$ cat config.mk
export PLATFORM = sky130hd
export DESIGN_NAME = ffha_ram
export DESIGN_NICKNAME = d
export VERILOG_FILES = /design/src/rtl/ffha_ram.sv
export SDC_FILE = /design/constraint.sdc
export NUM_CORES = 1
export LEC_CHECK = 0
export ABC_AREA = 1
export BUFFER_PORTS_ARGS = -buffer_cell sky130_fd_sc_hd__buf_4
export CAP_MARGIN = 15
export CORE_ASPECT_RATIO = 1.4
export CORE_MARGIN = 1
export CORE_UTILIZATION = 45
export CTS_BUF_LIST = sky130_fd_sc_hd__clkbuf_8
export CTS_CLUSTER_DIAMETER = 40
export DETAILED_ROUTE_END_ITERATION = 6
export PLACE_DENSITY = 0.6
export REMOVE_ABC_BUFFERS = 1
export SKIP_CTS_REPAIR_TIMING = 1
export SLEW_MARGIN = 20
export SYNTH_ARGS = -nofsm -noshare
export SYNTH_HDL_FRONTEND = slang
export SYNTH_SLANG_ARGS = --single-unit
$ cat constraint.sdc
create_clock -name i_clk -period 1.45 [get_ports i_clk]
set_clock_uncertainty 0.1 [all_clocks]
set_input_delay 0.145 -clock i_clk [delete_from_list [all_inputs] [get_ports i_clk]]
set_output_delay 0.145 -clock i_clk [all_outputs]
set_load 0.005 [all_outputs]
$ cat src/rtl/ffha_ram.sv
// ----------------------------------------------------------------------------
// Header RAM
// Simple dual-port RAM with a registered read. A write to the address being
// read in the same cycle is forwarded to the read data.
// ----------------------------------------------------------------------------
module ffha_ram #(
    parameter int WIDTH = 8,
    parameter int DEPTH = 16
) (
    input  logic                                  i_clk,
    input  logic                                  i_we,
    input  logic [((DEPTH > 1) ? $clog2(DEPTH) : 1)-1:0] i_waddr,
    input  logic [WIDTH-1:0]                      i_wdata,
    input  logic [((DEPTH > 1) ? $clog2(DEPTH) : 1)-1:0] i_raddr,
    output logic [WIDTH-1:0]                      o_rdata
);

    logic [WIDTH-1:0] r_mem [DEPTH];
    logic [WIDTH-1:0] r_rdata;

    always_ff @(posedge i_clk) begin
        if (i_we) begin
            r_mem[i_waddr] <= i_wdata;
        end
        if (i_we && (i_waddr == i_raddr)) begin
            r_rdata <= i_wdata;
        end else begin
            r_rdata <= r_mem[i_raddr];
        end
    end

    assign o_rdata = r_rdata;

endmodule

Word level (Yosys, flattened, before mapping). Memories as Yosys holds them, arrays and structs flattened. A register that Yosys moved wholly into a read port is not among the register bits. Cells that the tools add are included.

Memories kept: 1. Bits in writable memories: 128. Bits in read-only memories: 0. Register bits after elaboration: 0. Input bits: 18. Logic and storage cells: 3. Latch bits: 0.

Memories: r_mem (depth 16, bits a word 8, read ports 1, clocked after memory_dff 1, wr ports 1, line 18) `logic [WIDTH-1:0] r_mem [DEPTH];`.

Add/sub/neg operators: 0. $mul: 0. Bitwise operators: 0. Shifts and indexed selects: 0. Mux-type cells: 2. Equality and inequality tests: 0. $lt $le $gt $ge: 0. Reduce and logical (&&, ||, !) cells: 0. Div/mod/pow operators: 0.

Operator list (number): $mux W1 (2).

Longest topological paths before layout. Gate-level depths: netlist (run 1).

Word-level depth: 2. Depth in mapped cells: 8. Depth with buffers taken out: 7.

Least setup slack after synthesis (run 1). Ideal clock, no wire load.

Path type: input port to flip-flop. From: input port i_waddr[2] in the netlist's numbering. To: memory r_mem[10][0] (enable). Required time: 0.980 ns. Path slack: 0.254 ns. Library setup time: 0.370 ns. Path buffers: 0. Stages on the path: 2. Arrival time: 0.726 ns. Cells stage by stage: nand3b_1 > nor2_1.

RTL lines: start, declared (line 12) `input logic [((DEPTH > 1) ? $clog2(DEPTH) : 1)-1:0] i_waddr,`; end, declared (line 18).

Straight into the memory's write port.

==> impl_metrics.yaml, run 1 <==
timing:
  min_period_ps: 1970
  fin_setup_tns_ps: -3960
  rsz0062_at_grt: "yes"
  tightest_slew_ps: 479
  period_share_pct: 136
  fin_ws_ps: -516
  hold_viol: 0
  setup_viol: 8
  slew_viol_final: 0
  timing.fmax_mhz: 509
  relSlewSlack_pct: 68.0
synth:
  synth-seq-cells: 132
  seq_area_frac_synth_pct: 69.0
  synth.avg_cell_area_um2: 10.4
  syn_area_um2: 5690
  post_synth_num_cell_types: 12
  ys_warn_count: 0
  synthCells: 547
global_routing:
  use_met3_pct: 4.50
  met1_usage_pct: 25.2
  grt_first_pass_wirelength_um: 20100
  top_usage_layer: "met2"
  gr-total-overflow: 0
  grt_max_degree: 47
  grtUsageTotal_pct: 20.9
  antenna_found_initial: 0
  grt_pass1_vias: 3775
  use_met2_pct: 35.8
cts:
  h-tree-depth: 4
  clock-root-buffer: "clkbuf_8"
  cts_tree: "built"
  numCtsBuffers: 17
  clock_path_buffers: 2
  clk_pin_slew_ps: 80
  cts.sinks: 132
layout:
  final_nets: 646
  final_cells: 791
  layout_common_cells: "nand2_1, edfxtp_1, inv_1"
  fillCellCount: 1009
  top_register: "r_mem"
  fin_area_um2: 7400
  syn2layout_area_growth_pct: 30.1
  largest_reg_flops: 128
  final_common_cell: "nand2_1"
  drive_gt1_share_pct: 27.6
  fin_util_pct: 60.1
  reg_top3: "r_mem x128"
  diodes: 0
placement:
  post_dp_cell_area_um2: 6250
  dpl.cell_count: 735
  io_buffers: 25
  globalplace.congestion: 0.872
  dp_hpwl_um: 8380
power_and_ir_drop:
  combPwrFrac_pct: 9.6
  leakagePower_uw: 0.00324
  switchingPower_uw: 1980
  p_int_uw: 6490
  p_seq_share_pct: 50.6
  clkPwrFrac_pct: 39.8
  p_sw_share_pct: 23.4
  p_total_uw: 8470
  peakVddDrop_mv: 0.642
  power.density_nw_per_um2: 1150
route:
  drtIter0Drc: 257
  drc_errors: 0
  ant_nets: 0
  routed_wl_um: 14200
  post_drt_wl_per_cell_um: 18.0
  dr.pass1.iters: 5
  vias: 4061
  avgViaCountPerCell: 5.13
critical_path:
  path_class: "flop to output pin"
  worstPathArrival_ps: 1720
  required_ps: 1210
  critical_path_peak_fanout: 11
  crit_path_end_kind: "output pin"
  cp-start-kind: "flop"
die:
  pin_count: 26
  rows: 48
  chipWidth_um: 97.0
  die_area_um2: 13100
  initial_utilization_pct: 46.2
  core_area_um2: 12300
  die-height_um: 135
outcome:
  violations: "setup timing"
  status: "finished, violations left"
hold_path:
  hold_path_class: "primary input to flop"
run:
  drv_cap: 0
==> worst paths after layout <==
kind	slack (ps)	startpoint	end	depth (start not counted)
setup / recovery	-520	flop	o_rdata[6]	8
hold / removal	210	i_we	r_mem[2][5]$_DFFE_PP_	4
==> through the flow <==
stage | hold slack [ps] | setup WS, ps
after CTS | -327 | -597
after global routing | 205 | -592
final | 212 | -516
after global placement | 152 | -58.6
after floorplan | 72.7 | -1270
after detailed placement | 151 | -89.8
==> layout make-up <==
class / count / area [um^2] / share of cell area, %
Clock buffer: 17 / 234 / 3.16
Clock inverter: 15 / 204 / 2.76
Inverter: 102 / 398 / 5.38
Multi-Input combinational cell: 289 / 1520 / 20.5
Sequential cell: 132 / 3930 / 53.1
Tap cell: 150 / 188 / 2.54
Timing Repair Buffer: 86 / 930 / 12.6
==> worst max-delay path: stages (launching register included) <==
cell and delay [ps]:
dfxtp_4 430, buf_12 150, buf_12 140, nand2_1 60
nand3_1 70, nand3_1 110, nand3_2 110, nand2_2 70
buf_4 130
==> logic make-up (layout without fill, tap and decap cells) <==
family	count (synthesis)	in the layout	share of synthesized area [%]
flip-flops	132	132	69.0
AND/OR/NAND/NOR	289	289	21.3
buffers and inverters	126	220	9.66
==> synth_stat cells <==
master	count	area (um^2)
nand2_1	173	649
buf_4	4	30.0
nor2_1	17	63.8
dfxtp_1	4	80.1
nand3_1	97	485
buf_1	1	3.75
buf_6	6	67.6
edfxtp_1	128	3840
inv_1	100	375
inv_2	2	7.51
nand3b_1	2	15.0
buf_2	13	65.1
==> power groups by stage <==
| stage | registers (uW) | logic, uW | clock network (uW) |
|---|---|---|---|
| final | 4290 | 813 | 3370 |
| after global routing | 4290 | 874 | 3540 |
| after CTS | 4280 | 603 | 3420 |
| after detailed placement | 4370 | 599 | 0 |
| after global placement | 4370 | 593 | 0 |
| after floorplan | 4390 | 243 | 0 |
==> per-layer routing <==
metal | share of wire [%] | up-vias | wire, um
met5 | 0 | - | 0
met4 | 3.0 | 0 | 431
li1 | - | 1928 | -
met1 | 40 | 1961 | 5630
met2 | 52 | 136 | 7450
met3 | 4.9 | 36 | 699
No activity file was read; power rests on OpenSTA's default activity.
==> run 2, diff against run 1 <==
- CORE_ASPECT_RATIO: 1.4 -> 2
==> run 2 against run 1 <==
  * The run still ends with setup timing left
  * Flip-flop and latch count did not move
  * Cell count is 2.1% lower
  * Critical path depth grew 1
  * Largest power group unchanged
==> impl_metrics.yaml, run 2 (synthesis results as in run 1) <==
power_and_ir_drop:
  power.density_nw_per_um2: 1150
  leakagePower_uw: 0.00300
  peakVddDrop_mv: 0.873
  p_total_uw: 7890
layout:
  fillCellCount: 1042
  multi_input_area_um2: 1290
  layout_common_cells: "nand2_1, edfxtp_1, inv_1"
  drive_gt1_share_pct: 17.1
  reg_top3: "r_mem x128"
  final_common_cell: "nand2_1"
  largest_reg_flops: 128
  register_area_um2: 3930
  syn2layout_area_growth_pct: 20.8
  diodes: 0
  top_register: "r_mem"
  final_nets: 633
timing:
  whs_ps: 249
  min_period_ps: 1950
  hold_viol: 0
  tightest_slew_ps: 291
  timing.fmax_mhz: 514
  setup_viol: 8
  relSlewSlack_pct: 80.6
  period_share_pct: 134
  fin_ws_ps: -495
  rsz0062_at_grt: "yes"
  slew_viol_final: 0
global_routing:
  grt_first_pass_wirelength_um: 21300
  grt_max_degree: 50
  grtUsageTotal_pct: 23.2
  grt_pass1_vias: 4063
  antenna_found_initial: 0
  gr-total-overflow: 0
route:
  dr.pass1.iters: 4
  drtIter0Drc: 257
  vias: 3998
  post_drt_wl_per_cell_um: 18.7
  routed_wl_um: 14400
  drc_errors: 0
  avgViaCountPerCell: 5.17
  ant_nets: 0
run:
  drv_cap: 0
die:
  die_area_um2: 13100
  die-height_um: 161
  rows: 57
  chipWidth_um: 81.5
  initial_utilization_pct: 46.6
  core_area_um2: 12200
  pin_count: 26
critical_path:
  slowest_delay_ps: 440
  required_ps: 1210
  cp_cell_sequence: "inv_8 > buf_12 > nand2_1 > nand2_1 > nand2_1 > nand3_2 > nand3_1 > nand2_1 > buf_4"
  path_class: "flop to output pin"
  crit_path_end_kind: "output pin"
  cp-start-kind: "flop"
  crit_path_frequent_cell: "nand2_1"
  critical_path_peak_fanout: 12
  slowest_stage: "dfxtp_4"
  worstPathArrival_ps: 1700
placement:
  dp_hpwl_um: 9050
  globalplace.congestion: 0.802
  io_buffers: 25
outcome:
  status: "finished, violations left"
  violations: "setup timing"
hold_path:
  hold_path_class: "primary input to flop"
  hp-start: "i_raddr[2]"
  worstHoldPathCells: 2
cts:
  clock-root-buffer: "clkbuf_8"
  clk_pin_slew_ps: 80
  numCtsBuffers: 17
  clock_path_buffers: 2
  cts_tree: "built"
  h-tree-depth: 4
  cts.sinks: 132
[run 2: worst max path at each step]
stage                       to  slack [ps]  depth (start not counted)
floorplan           o_rdata[0]       -1270                          6
global placement    o_rdata[5]         -90                          7
detailed placement  o_rdata[2]         -90                          8
CTS                 o_rdata[6]        -560                          9
global route        o_rdata[0]        -590                          9
finish              o_rdata[5]        -500                          9
[run 2: critical path, delay by kind of cell (launching register included)]
family / cells / cell delay (ps)
DFF: 1 / 440
and+or+nand+nor: 6 / 450
buffers and inverters: 3 / 370
[run 2: layer usage]
metal	share of wire, %	vias up	track usage, %
li1	-	1895	-
met1	38	1936	25.4
met2	54	123	39.3
met3	3.6	44	4.52
met4	4.2	0	15.4
met5	0	-	0
[run 2: area by class of cell]
cell class / instances / share of cell area (%)
inverters: 102 / 5.68
multi-input cells: 289 / 18.8
flip-flops and latches: 132 / 57.2
clock buffers: 17 / 3.41
repair buffers: 73 / 10.3
clock inverters: 14 / 2.02
well taps: 147 / 2.68
[run 2: report_power, final]
part | leakage, uW | internal, uW | switching, uW
Sequential | 0.00119 | 4260 | 27.6
Clock | 0.000180 | 1500 | 1410
Combinational | 0.00163 | 269 | 417
[run 2: metrics by stage]
stage          cell area, um^2  TNS [ps]  std cells  setup slack, ps  utilization, %
2_1_floorplan             5520    -10130        523            -1270               -
3_3_place_gp              6180      -472        726            -91.8            50.6
3_5_place_dp              6180      -482        726            -85.2            50.6
4_1_cts                   6550     -4340        757             -564            53.7
5_1_grt                   6870     -4620        774             -585            56.3
6_report                  6870     -3860        774             -495            56.3
